**src/hw/rtl/spra_pkg.sv**
```systemverilog
// Shared types and constants of the skin pixel window accumulator.
package spra_pkg;

  // Largest frame dimension; pixels at or beyond it are ignored
  localparam int MAX_FRAME_DIM = 4096;

  localparam int SUM_W = 32;
  localparam int CNT_W = 25;

  localparam logic [SUM_W-1:0] SUM_MAX        = '1;
  localparam logic [CNT_W-1:0] CNT_MAX        = '1;
  localparam logic [CNT_W-1:0] MIN_AREA_RESET = 25'd10000;

  // Skin thresholds
  localparam logic [7:0] RED_MIN     = 8'd90;
  localparam logic [7:0] BLUE_MIN    = 8'd45;
  localparam logic [8:0] SPREAD_MIN  = 9'd35;
  localparam logic [8:0] RG_DIFF_MIN = 9'd25;

  // Reciprocal of 13 scaled by 2^17, exact floor for 13-bit values
  localparam logic [13:0] RECIP13       = 14'd10083;
  localparam int          RECIP13_SHIFT = 17;

  // Configuration register indexes
  typedef enum logic [2:0] {
    REG_WINDOW_LEFT   = 3'd0,
    REG_WINDOW_TOP    = 3'd1,
    REG_WINDOW_WIDTH  = 3'd2,
    REG_WINDOW_HEIGHT = 3'd3,
    REG_GREY_MODE     = 3'd4,
    REG_MIN_AREA      = 3'd5
  } cfg_reg_e;

  typedef struct packed {
    logic [11:0] pixel_col;
    logic [11:0] pixel_row;
    logic [7:0]  pixel_red;
    logic [7:0]  pixel_green;
    logic [7:0]  pixel_blue;
    logic        frame_end;
  } pixel_t;

  typedef struct packed {
    logic [SUM_W-1:0] red_sum;
    logic [SUM_W-1:0] green_sum;
    logic [SUM_W-1:0] blue_sum;
    logic [CNT_W-1:0] skin_area;
    logic             face_found;
  } result_t;

  // Register file contents plus values derived at write time
  typedef struct packed {
    logic [11:0]      left;
    logic [11:0]      top;
    logic [12:0]      width;
    logic [12:0]      height;
    logic             grey;
    logic [CNT_W-1:0] min_area;
    logic [9:0]       ext;
    logic [11:0]      ext5;
    logic [12:0]      span;
  } cfg_t;

  // Classified pixel handed to the accumulators
  typedef struct packed {
    logic       valid;
    logic       last;
    logic       hit;
    logic       count;
    logic [7:0] red;
    logic [7:0] green;
    logic [7:0] blue;
  } item_t;

endpackage

```
**src/hw/rtl/spra_cfg.sv**
```systemverilog
// Configuration registers with the derived window extension and grey span.
module spra_cfg import spra_pkg::*; (
  input  logic        clk,
  input  logic        rst,
  input  logic        cfg_valid,
  output logic        cfg_ready,
  input  logic [2:0]  cfg_index,
  input  logic [24:0] cfg_data,
  output cfg_t        cfg
);

  logic [26:0] ext_prod;
  logic [9:0]  ext_next;
  logic [12:0] width_w;
  logic [12:0] span_next;

  assign cfg_ready = 1'b1;

  // Height / 13 by reciprocal, times five by shift and add
  assign ext_prod  = 27'(cfg_data[12:0]) * 27'(RECIP13);
  assign ext_next  = ext_prod[RECIP13_SHIFT +: 10];

  // Grey span: W - 2*(W/4)
  assign width_w   = cfg_data[12:0];
  assign span_next = width_w - {1'b0, width_w[12:2], 1'b0};

  // Write one register per word
  always_ff @(posedge clk) begin
    if (rst) begin
      cfg.left     <= '0;
      cfg.top      <= '0;
      cfg.width    <= '0;
      cfg.height   <= '0;
      cfg.grey     <= 1'b0;
      cfg.min_area <= MIN_AREA_RESET;
      cfg.ext      <= '0;
      cfg.ext5     <= '0;
      cfg.span     <= '0;
    end else if (cfg_valid && cfg_ready) begin
      case (cfg_index)
        REG_WINDOW_LEFT:   cfg.left <= cfg_data[11:0];
        REG_WINDOW_TOP:    cfg.top  <= cfg_data[11:0];
        REG_WINDOW_WIDTH: begin
          cfg.width <= width_w;
          cfg.span  <= span_next;
        end
        REG_WINDOW_HEIGHT: begin
          cfg.height <= cfg_data[12:0];
          cfg.ext    <= ext_next;
          cfg.ext5   <= {ext_next, 2'b00} + 12'(ext_next);
        end
        REG_GREY_MODE:     cfg.grey     <= cfg_data[0];
        REG_MIN_AREA:      cfg.min_area <= cfg_data;
        default: ;
      endcase
    end
  end

endmodule

```
**src/hw/rtl/spra_classify.sv**
```systemverilog
// Input register, window test and skin test for one pixel.
module spra_classify import spra_pkg::*; (
  input  logic   clk,
  input  logic   rst,
  input  logic   pixel_valid,
  output logic   pixel_stall,
  input  pixel_t pixel,
  input  cfg_t   cfg,
  input  logic   take,
  output item_t  item
);

  logic        s1_valid;
  pixel_t      s1_pix;
  logic        accept;
  logic [13:0] right;
  logic [13:0] bottom;
  logic [11:0] top_lo;
  logic        in_frame;
  logic        in_win;
  logic [7:0]  lo;
  logic [8:0]  spread;
  logic [8:0]  rg_diff;
  logic        skin;

  assign pixel_stall = s1_valid && !take;
  assign accept      = pixel_valid && !pixel_stall;

  // Hold the pixel until the accumulators take it
  always_ff @(posedge clk) begin
    if (rst) begin
      s1_valid <= 1'b0;
    end else if (accept) begin
      s1_valid <= 1'b1;
    end else if (take) begin
      s1_valid <= 1'b0;
    end
  end

  always_ff @(posedge clk) begin
    if (accept) begin
      s1_pix <= pixel;
    end
  end

  // Window bounds at full width, top clamped at row zero
  assign right    = 14'(cfg.left) + 14'(cfg.width);
  assign bottom   = 14'(cfg.top) + 14'(cfg.height);
  assign top_lo   = (cfg.top >= 12'(cfg.ext)) ? cfg.top - 12'(cfg.ext) : '0;
  assign in_frame = (14'(s1_pix.pixel_col) < 14'(MAX_FRAME_DIM)) &&
                    (14'(s1_pix.pixel_row) < 14'(MAX_FRAME_DIM));
  assign in_win   = in_frame &&
                    (s1_pix.pixel_col >= cfg.left) && (14'(s1_pix.pixel_col) < right) &&
                    (s1_pix.pixel_row >= top_lo)   && (14'(s1_pix.pixel_row) < bottom);

  // Skin rule: R > 90, R > G, B > 45, R - min(G,B) > 35, R - G > 25
  assign lo      = (s1_pix.pixel_green < s1_pix.pixel_blue) ?
                   s1_pix.pixel_green : s1_pix.pixel_blue;
  assign spread  = 9'(s1_pix.pixel_red) - 9'(lo);
  assign rg_diff = 9'(s1_pix.pixel_red) - 9'(s1_pix.pixel_green);
  assign skin    = (s1_pix.pixel_red > RED_MIN) &&
                   (s1_pix.pixel_red > s1_pix.pixel_green) &&
                   (s1_pix.pixel_blue > BLUE_MIN) &&
                   (spread > SPREAD_MIN) && (rg_diff > RG_DIFF_MIN);

  // Grey mode sums the green channel over the whole window and counts nothing
  always_comb begin
    item.valid = s1_valid;
    item.last  = s1_pix.frame_end;
    if (cfg.grey) begin
      item.hit   = in_win;
      item.count = 1'b0;
      item.red   = s1_pix.pixel_green;
      item.green = s1_pix.pixel_green;
      item.blue  = s1_pix.pixel_green;
    end else begin
      item.hit   = in_win && skin;
      item.count = in_win && skin;
      item.red   = s1_pix.pixel_red;
      item.green = s1_pix.pixel_green;
      item.blue  = s1_pix.pixel_blue;
    end
  end

endmodule

```
**src/hw/rtl/spra_accum.sv**
```systemverilog
// Saturating sums, skin count and the result register.
module spra_accum import spra_pkg::*; (
  input  logic    clk,
  input  logic    rst,
  input  item_t   item,
  input  cfg_t    cfg,
  output logic    take,
  output logic    result_valid,
  input  logic    result_stall,
  output result_t result
);

  logic [SUM_W-1:0] red_total;
  logic [SUM_W-1:0] green_total;
  logic [SUM_W-1:0] blue_total;
  logic [CNT_W-1:0] accepted_count;

  logic [SUM_W:0]   red_wide;
  logic [SUM_W:0]   green_wide;
  logic [SUM_W:0]   blue_wide;
  logic [SUM_W-1:0] red_next;
  logic [SUM_W-1:0] green_next;
  logic [SUM_W-1:0] blue_next;
  logic [CNT_W-1:0] count_next;
  logic [CNT_W-1:0] area_grey;
  logic [CNT_W-1:0] area;
  logic             step;
  logic             load;

  // A frame end waits while the previous result is still pending
  assign take = !(item.last && result_valid && result_stall);
  assign step = item.valid && take;
  assign load = step && item.last;

  assign red_wide   = {1'b0, red_total}   + (SUM_W+1)'(item.red);
  assign green_wide = {1'b0, green_total} + (SUM_W+1)'(item.green);
  assign blue_wide  = {1'b0, blue_total}  + (SUM_W+1)'(item.blue);

  // Clamp the sums and the count at their maximum
  always_comb begin
    red_next   = red_total;
    green_next = green_total;
    blue_next  = blue_total;
    count_next = accepted_count;
    if (item.hit) begin
      red_next   = red_wide[SUM_W]   ? SUM_MAX : red_wide[SUM_W-1:0];
      green_next = green_wide[SUM_W] ? SUM_MAX : green_wide[SUM_W-1:0];
      blue_next  = blue_wide[SUM_W]  ? SUM_MAX : blue_wide[SUM_W-1:0];
    end
    if (item.count && (accepted_count != CNT_MAX)) begin
      count_next = accepted_count + 1'b1;
    end
  end

  // Grey area is span times five rows per thirteenth of height
  assign area_grey = CNT_W'(cfg.span) * CNT_W'(cfg.ext5);
  assign area      = cfg.grey ? area_grey : count_next;

  // Advance totals, clear them on frame end
  always_ff @(posedge clk) begin
    if (rst) begin
      red_total      <= '0;
      green_total    <= '0;
      blue_total     <= '0;
      accepted_count <= '0;
    end else if (load) begin
      red_total      <= '0;
      green_total    <= '0;
      blue_total     <= '0;
      accepted_count <= '0;
    end else if (step) begin
      red_total      <= red_next;
      green_total    <= green_next;
      blue_total     <= blue_next;
      accepted_count <= count_next;
    end
  end

  // Hold the result word until downstream takes it
  always_ff @(posedge clk) begin
    if (rst) begin
      result_valid <= 1'b0;
    end else begin
      result_valid <= load || (result_valid && result_stall);
    end
  end

  always_ff @(posedge clk) begin
    if (load) begin
      result.red_sum    <= red_next;
      result.green_sum  <= green_next;
      result.blue_sum   <= blue_next;
      result.skin_area  <= area;
      result.face_found <= area > cfg.min_area;
    end
  end

endmodule

```
**src/hw/rtl/skin_pixel_roi_accumulator_top.sv**
```systemverilog
// Top level of the skin pixel window accumulator.
//
//   channel   direction  handshake             word
//   pixel     in         pixel_valid/stall     pixel_t: position, color, frame end
//   result    out        result_valid/stall    result_t: sums, area, face flag
//   cfg       in         cfg_valid/ready       cfg_index, cfg_data
//
// One pixel is accepted every cycle while pixel_stall is low. A pixel is held
// in the input register until the accumulators take it; the result word for
// a frame-end pixel is loaded into the result register when that pixel is
// taken, and is held while result_stall is high. pixel_stall rises only when
// a frame-end pixel waits behind a result not yet taken.
// Synchronous reset clears the sums, the count and both valid flags and
// returns the registers to their defaults; cfg_ready is always high.
module skin_pixel_roi_accumulator_top import spra_pkg::*; (
  input  logic        clk,
  input  logic        rst,
  input  logic        pixel_valid,
  output logic        pixel_stall,
  input  pixel_t      pixel,
  output logic        result_valid,
  input  logic        result_stall,
  output result_t     result,
  input  logic        cfg_valid,
  output logic        cfg_ready,
  input  logic [2:0]  cfg_index,
  input  logic [24:0] cfg_data
);

  cfg_t  cfg;
  item_t item;
  logic  take;

  spra_cfg u_cfg (
    .clk       (clk),
    .rst       (rst),
    .cfg_valid (cfg_valid),
    .cfg_ready (cfg_ready),
    .cfg_index (cfg_index),
    .cfg_data  (cfg_data),
    .cfg       (cfg)
  );

  spra_classify u_classify (
    .clk         (clk),
    .rst         (rst),
    .pixel_valid (pixel_valid),
    .pixel_stall (pixel_stall),
    .pixel       (pixel),
    .cfg         (cfg),
    .take        (take),
    .item        (item)
  );

  spra_accum u_accum (
    .clk          (clk),
    .rst          (rst),
    .item         (item),
    .cfg          (cfg),
    .take         (take),
    .result_valid (result_valid),
    .result_stall (result_stall),
    .result       (result)
  );

endmodule

```
**config.mk**
```make
export PLATFORM = sky130hd
export DESIGN_NAME = skin_pixel_roi_accumulator_top
export DESIGN_NICKNAME = d
export VERILOG_FILES = /design/src/hw/rtl/spra_pkg.sv /design/src/hw/rtl/spra_cfg.sv /design/src/hw/rtl/spra_classify.sv /design/src/hw/rtl/spra_accum.sv /design/src/hw/rtl/skin_pixel_roi_accumulator_top.sv
export SDC_FILE = /design/constraint.sdc
export NUM_CORES = 2
export LEC_CHECK = 0
export ABC_AREA = 1
export BUFFER_PORTS_ARGS = -buffer_cell sky130_fd_sc_hd__buf_4
export CORE_ASPECT_RATIO = 0.7
export CORE_MARGIN = 2
export CORE_UTILIZATION = 33
export DETAILED_ROUTE_END_ITERATION = 10
export HOLD_SLACK_MARGIN = 0.02
export SYNTH_ARGS = -nofsm -noshare
export SYNTH_HDL_FRONTEND = slang
export SYNTH_SLANG_ARGS = --single-unit
export TNS_END_PERCENT = 10
```
**constraint.sdc**
```tcl
create_clock -name clk -period 5.7 [get_ports clk]
set_input_delay 0.285 -clock clk [delete_from_list [all_inputs] [get_ports clk]]
set_output_delay 0.285 -clock clk [all_outputs]
set_load 0.02 [all_outputs]
```
# [After elaboration in Yosys (flattened, before gate mapping)]
# Index checks and enable logic that the tools add are counted.
# W data, S select, Z words.
[totals] regBits=405 latchBits=0 ram_bits=0 rom_bits=0 output_inout_bits=125 wordCells=98 n_memories=0
[classes] n_addsub=11 mul=2 div_mod_pow=0 n_lt_le_gt_ge=12 n_eq_ne=7 shifts=0 mux=13 bitwise=0 n_reduce_logical=27
[ops] cell="$mux W32" count=6
[ops] cell="$add A32 B8 Y33" count=3
[ops] cell="$mux W25" count=2
[ops] cell="$add A12 B13 Y14" count=2
[ops] cell="$lt A12 B14 Y1" count=2
[ops] cell="$mul A13 B14 Y27 const B" count=1
[ops] cell="$mux W26" count=1
[ops] cell="$add A25 B1 Y25 const B" count=1
[ops] cell="$gt A25 B25 Y1" count=1
[ops] cell="$mul A13 B12 Y25" count=1
[ops] cell="$ne A25 B25 Y1 const B" count=1
[ops] cell="$ge A12 B12 Y1" count=2
[ops] cell="$sub A8 B8 Y9" count=2
[ops] cell="$logic_and A1 B1 Y1" count=16
[ops] cell="$sub A13 B12 Y13" count=1
[ops] cell="$add A12 B10 Y12" count=1
[ops] cell="$ge A12 B10 Y1" count=1
[ops] cell="$mux W12" count=1
[ops] cell="$reduce_and A2 Y1" count=6
[ops] cell="$sub A12 B10 Y12" count=1
[ops] cell="$gt A9 B5 Y1 const B" count=1
[ops] cell="$gt A9 B6 Y1 const B" count=1
[ops] cell="$gt A8 B6 Y1 const B" count=1
[ops] cell="$gt A8 B7 Y1 const B" count=1
[ops] cell="12 further kinds" count=16

# [Logic depth before layout (Yosys ltp)]
[depth] depth_word=12 depth_mapped=41 depth_no_buf=40

# [Cells and area by module]
# From an unflattened synthesis, not the netlist that was laid out.
[unflattened] hier_cells=4603 area_unflattened_um2=33885.0
[modules_own_cells] mod="spra_accum" instances=1 cells_each=2774 area_each_um2=19976.7 seq_area_each_um2=6105.9
[modules_own_cells] mod="spra_cfg" instances=1 cells_each=1024 area_each_um2=8091.5 seq_area_each_um2=2162.1
[modules_own_cells] mod="spra_classify" instances=1 cells_each=805 area_each_um2=5816.8 seq_area_each_um2=1491.4

# [Least setup slack after synthesis]
# No wires, ideal clock.
[synth_path] path_type="reg2reg" startpoint="register, netlist name u_cfg.cfg[0]" endpoint="register, netlist name u_accum.result[0]" setup_ns=0.267 arrival_time_ns=5.634 t_required_ns=5.433 path_slack_ns=-0.201 stages_incl_launch_ff=28 path_buffers=1 cell_sequence="dfxtp_1 clkbuf_1 nand2_1 fa_1 fa_1 inv_1 fa_1 inv_1 fa_1 fa_1 inv_1 ha_1 nand2_1 o21ai_0 a21boi_0 o21ai_0 nand2_1 nand3_1 nand2_1 ha_1 nand4_1 inv_1 nand2_1 o211ai_1 nand2_1 o2111ai_1 a31oi_1 a31oi_1"
[synth_via] elab_chain_cells=3
[synth_rtl] item="$mul A13 B12 Y25" line_no="spra_accum.sv:56" source="assign area_grey = CNT_W'(cfg.span) * CNT_W'(cfg.ext5);"
[synth_rtl] item="$mux W25" line_no="spra_accum.sv:57" source="assign area = cfg.grey ? area_grey : count_next;"
[synth_rtl] item="via u_accum.area[16]" line_no="spra_accum.sv:26" source="logic [CNT_W-1:0] area;"
[synth_rtl] item="$gt A25 B25 Y1" line_no="spra_accum.sv:94" source="result.face_found <= area > cfg.min_area;"
# The timed path passes the listed nets, and every way through them passes these cells.
# A chain may end at the register's enable or synchronous reset.

# [Worst setup path in the final report]
[layout_path] startpoint="register, netlist name u_cfg.cfg[8]" endpoint="register, netlist name u_accum.result[0]"
[layout_via] elab_chain_cells=3
[layout_rtl] item="$mul A13 B12 Y25" line_no="spra_accum.sv:56"
[layout_rtl] item="$mux W25" line_no="spra_accum.sv:57"
[layout_rtl] item="via u_accum.area[15]" line_no="spra_accum.sv:26"
[layout_rtl] item="$gt A25 B25 Y1" line_no="spra_accum.sv:94"
# The timed path passes the listed nets, and every way through them passes these cells.

==> key figures <==
Routing
  • Total wire length after detailed routing: 111000 um
  • WL per Instance: 16.7 um
  • Detailed Route Iter0 Violations: 2929
  • Top metal layer carrying routed signals: met5
  • Met2 layer wire length in the routed design: 42100 um
  • Post-DR vias/cell: 4.90
  • Pre-Repair DR Iteration Count: 6
  • Vias: 32600
  • Count of nets left with antenna violations after detail routing: 0
  • Met3 Routed Length: 9020 um
  • Wire length on met1: 58500 um
  • Remaining DRCs: 0

Synth
  • Yosys cell types: 51
  • Post-synthesis sequential area ratio: 28.5%
  • Flip-flop and latch count after synthesis: 402
  • Dominant register cell in the synthesized netlist: sky130_fd_sc_hd__dfxtp_1
  • Number of nets produced by synthesis: 5318
  • Count of synthesis-stage warnings from yosys: 0
  • Mean instance size in the synthesized netlist: 7.23 sq um
  • Synth Cell Area: 34300 sq um
  • Proportion of synthesized flip-flops having asynchronous set or reset: 0%
  • Syn Inst Count: 4740
  • Count of flip-flops with a built-in enable after synthesis: 171

Min path
  • Type of the tightest min-delay check: in -> reg
  • Worst min-delay path endpoint: u_cfg.cfg[55]$_SDFFE_PP0P_
  • Instance count along the most critical hold path: 3
  • Startpoint of the most critical hold path: cfg_data[20]

Timing
  • Upper clock frequency limit: 174 MHz
  • Setup ws final: -32.2 ps
  • Worst hold slack after final layout: 82.3 ps
  • Worst Skew: 25.8 ps
  • Final number of max-transition violations: 0
  • Unrepaired setup endpoints after global routing: yes
  • Final worst path period need: 5730 ps
  • Final setup violation count: 1
  • Transition time at the pin with the least slew margin: 1300 ps
  • Tightest slew margin relative to the limit: 12.8%
  • Final critical-path share of the clock period: 101%
  • Total count of hold-check failures in the final report: 0

Status
  • Status: finished with violations
  • Violations in the final reports: setup timing

GRT
  • Global-route usage over all layers: 20.5%
  • Leftover overflow at the end of global routing: 0
  • Antenna violations before repair: 3
  • First-pass GRT wire length: 173000 um
  • Via count of the first global-routing pass: 30400
  • Maximum number of pins on one net before global-route repair: 97

Setup path
  • Path type of the worst setup path: reg -> reg
  • Dominant delay contributor by cell family on the critical path: adder cells
  • Worst reg2reg startpoint: u_cfg.cfg[8]$_SDFFE_PP0P_
  • Biggest fanout along the worst timing path: 5
  • Worst reg2reg endpoint: u_accum.result[0]$_DFFE_PP_
  • Cell depth of the worst flop-to-flop path: 27
  • Slack of the worst reg-to-reg path: -30 ps
  • Crit path buffers/inverters: 7
  • First element of the critical path: u_cfg.cfg[8]$_SDFFE_PP0P_
  • Element type at the critical path end: flip-flop
  • Most frequent CP cell: sky130_fd_sc_hd__fa_1
  • Data arrival at the endpoint of the critical path: 6080 ps
  • Cell with the largest stage delay on the worst path: sky130_fd_sc_hd__fa_1
  • Logic depth of the worst path, buffers included: 27
  • Worst Setup Start Kind: flip-flop
  • Required time of the critical path: 6050 ps
  • Maximum cell stage delay along the critical path: 580 ps

CTS
  • Level count of the clock H-tree: 2
  • Clock tree root driver cell: sky130_fd_sc_hd__clkbuf_16
  • Clock tree from TritonCTS: done
  • Clk buf depth: 3
  • Clock insertion delay at the later pin of the skew report: 610 ps
  • CTS Sinks: 402
  • Clock edge transition at the registers on the reported setup and hold paths: 70 ps
  • TritonCTS Buffers: 45

Place
  • Port Buffer Count: 205
  • Detailed Place HPWL: 87400 um
  • Worst setup slack before clock tree synthesis: -583 ps
  • Final weighted congestion in routability-driven placement: 0.932

Power
  • Static leakage power: 0.0217 uW
  • Maximum resistive drop on vdd: 0.569 mV
  • PwrDens: 307 nW/um^2

Floorplan
  • Chip Height: 274 um
  • Standard-cell rows: 98
  • Chip width: 389 um
  • Initial cell density of the core: 33.4%
  • IO Count: 207
  • Std-Cell Core Area: 103000 sq um
  • Total die area: 106000 sq um

Final layout
  • Synthesis-to-finish area growth: 25.0%
  • Fraction of final layout cells sized beyond drive strength 1: 16.2%
  • Antenna Diode Count: 0
  • Number of nets in the final layout: 5841

Flow run
  • Number of maximum-capacitance constraint violations: 0
==> placed cells by master, fill, tap and decap left out, types with 8 or more instances in the layout <==
master,Yosys,final
sky130_fd_sc_hd__a21o_1,20,20
sky130_fd_sc_hd__nor3_1,58,54
sky130_fd_sc_hd__nand2_1,1247,1214
sky130_fd_sc_hd__nand2_2,10,37
sky130_fd_sc_hd__o21bai_1,11,10
sky130_fd_sc_hd__buf_12,0,10
sky130_fd_sc_hd__nand3_2,2,10
sky130_fd_sc_hd__o21a_1,8,8
sky130_fd_sc_hd__dlygate4sd3_1,0,60
sky130_fd_sc_hd__nand4_1,92,92
sky130_fd_sc_hd__a21oi_2,1,15
sky130_fd_sc_hd__nand3b_1,9,9
sky130_fd_sc_hd__dfxtp_4,0,14
sky130_fd_sc_hd__clkbuf_16,0,49
sky130_fd_sc_hd__nand3_1,382,373
sky130_fd_sc_hd__a21oi_1,330,311
sky130_fd_sc_hd__o21ai_2,3,18
sky130_fd_sc_hd__ha_1,322,295
sky130_fd_sc_hd__o21ai_0,208,183
sky130_fd_sc_hd__fa_1,174,170
sky130_fd_sc_hd__xor2_1,64,61
sky130_fd_sc_hd__o21ai_1,7,16
sky130_fd_sc_hd__a31oi_1,13,12
sky130_fd_sc_hd__buf_4,3,544
sky130_fd_sc_hd__xnor2_1,20,20
sky130_fd_sc_hd__nor2_1,254,244
sky130_fd_sc_hd__nor4_1,17,16
sky130_fd_sc_hd__inv_2,4,12
sky130_fd_sc_hd__ha_4,0,25
sky130_fd_sc_hd__o211ai_1,11,11
sky130_fd_sc_hd__inv_1,854,843
sky130_fd_sc_hd__or2_2,27,27
sky130_fd_sc_hd__buf_6,6,8
sky130_fd_sc_hd__dfxtp_1,231,210
sky130_fd_sc_hd__edfxtp_1,171,171
==> state kept, by name, indices dropped and copies added, names as in the netlist, 25 cells and up <==
| register | count |
|---|---|
| u_classify.s1_pix | 48 |
| u_accum.red_total | 32 |
| u_accum.green_total | 32 |
| u_accum.blue_total | 32 |
| u_cfg.cfg | 108 |
| u_accum.result | 122 |
| u_accum.accepted_count | 25 |
==> worst max path at each step <==
stage	slack, ps	to
detailed placement	-580	u_cfg.cfg[22]$_SDFFE_PP0P_
CTS	1	u_accum.result[0]$_DFFE_PP_
global placement	-570	u_cfg.cfg[23]$_SDFFE_PP0P_
finish	-30	u_accum.result[0]$_DFFE_PP_
floorplan	-7	u_accum.result[0]$_DFFE_PP_
global route	-260	u_accum.result[0]$_DFFE_PP_
==> per-layer routing <==
metal,GRT usage [%],vias up
met5,0,-
met4,3.71,2
met3,4.30,109
met2,27.5,1010
met1,33.0,15200
li1,-,16300
==> Yosys cell counts, drive strengths merged (4+ instances only) <==
master / number / area (sq um)
dfxtp: 231 / 4620
nor3: 62 / 330
clkbuf: 96 / 360
o31ai: 4 / 30.0
nand4: 92 / 576
a21boi: 9 / 67.6
nand2: 1258 / 4750
xor2: 64 / 561
nand3: 384 / 1930
xnor2: 20 / 175
a31oi: 13 / 81.3
a22oi: 4 / 30.0
nand3b: 9 / 67.6
o21ai: 218 / 1100
edfxtp: 171 / 5130
ha: 322 / 4030
a21oi: 331 / 1660
a21o: 20 / 150
buf: 51 / 285
o211ai: 11 / 82.6
or2: 27 / 169
nor4: 17 / 106
nor2: 256 / 971
o21a: 8 / 60.1
inv: 859 / 3230
fa: 174 / 3480
o21bai: 11 / 82.6
==> worst reg2reg max path: stages (launching register included) <==
cell                        delay (ps)
sky130_fd_sc_hd__dfxtp_4           370
sky130_fd_sc_hd__buf_4             150
sky130_fd_sc_hd__nand2_1            60
sky130_fd_sc_hd__inv_1              50
sky130_fd_sc_hd__fa_1              500
sky130_fd_sc_hd__inv_1              50
sky130_fd_sc_hd__fa_1              480
sky130_fd_sc_hd__fa_1              580
sky130_fd_sc_hd__fa_1              430
sky130_fd_sc_hd__fa_1              510
sky130_fd_sc_hd__inv_1              70
sky130_fd_sc_hd__ha_4              290
sky130_fd_sc_hd__buf_4             130
sky130_fd_sc_hd__nand2_2            60
sky130_fd_sc_hd__nor2_4            120
sky130_fd_sc_hd__a21oi_2            70
sky130_fd_sc_hd__buf_4             150
sky130_fd_sc_hd__xor2_2            170
sky130_fd_sc_hd__o21ai_2           180
sky130_fd_sc_hd__ha_1              270
sky130_fd_sc_hd__nand4_1           120
sky130_fd_sc_hd__inv_1              70
sky130_fd_sc_hd__nand2_1            70
sky130_fd_sc_hd__o211ai_1           80
sky130_fd_sc_hd__nand2_1            90
sky130_fd_sc_hd__o2111ai_2         130
sky130_fd_sc_hd__a31oi_1           160
sky130_fd_sc_hd__a31oi_1            50
==> cell type report <==
type | instances | area [sq um]
Timing Repair Buffer | 623 | 4990
Inverter | 859 | 3240
Sequential cell | 402 | 9820
Tap cell | 1350 | 1690
Clock buffer | 58 | 1290
Multi-Input combinational cell | 3332 | 21400
Fill cell | 10500 | 59700
Clock inverter | 26 | 342
==> what timing repair did <==
item | 4_1_cts | 5_1_grt
hold buffers | 60 | 0
setup buffers | 22 | 6
pin swaps | 61 | 60
resized for setup | 117 | 96
setup endpoints to repair | 1 | 7
cloned | 0 | 0
endpoints found under the hold margin | 59 | 0
==> where the power goes <==
part	internal (uW)	leakage, uW	switching, uW
registers	3150	0.00354	137
logic	3160	0.0173	3420
clock network	1930	0.000792	1340
total	8230	0.0217	4900
==> metrics by stage <==
stage                     cells  TNS (ps)  total power, uW  cell area, sq um  utilization, %
after floorplan            4740     -6.89             6550             34300               -
after global placement     6479     -2890             9580             39500            38.6
after detailed placement   6479     -3280             9600             39500            38.6
after CTS                  6645         0            13000             42400            41.3
after global routing       6650      -495            14100             42800            41.8
final                      6650     -32.2            13100             42800            41.8
==> cells by family (layout without fill, tap and decap cells) <==
group           after synthesis  in the layout  synth area share (%)
compound gates              637            637                  9.96
buf+inv                    1006           1566                  11.3
simple gates               2114           2114                  26.2
xor+xnor                     84             84                  2.15
other cells                   1              1                0.0109
flops                       402            402                  28.5
fa+ha+maj                   496            496                  21.9
Power figures use the tool's default switching activity.
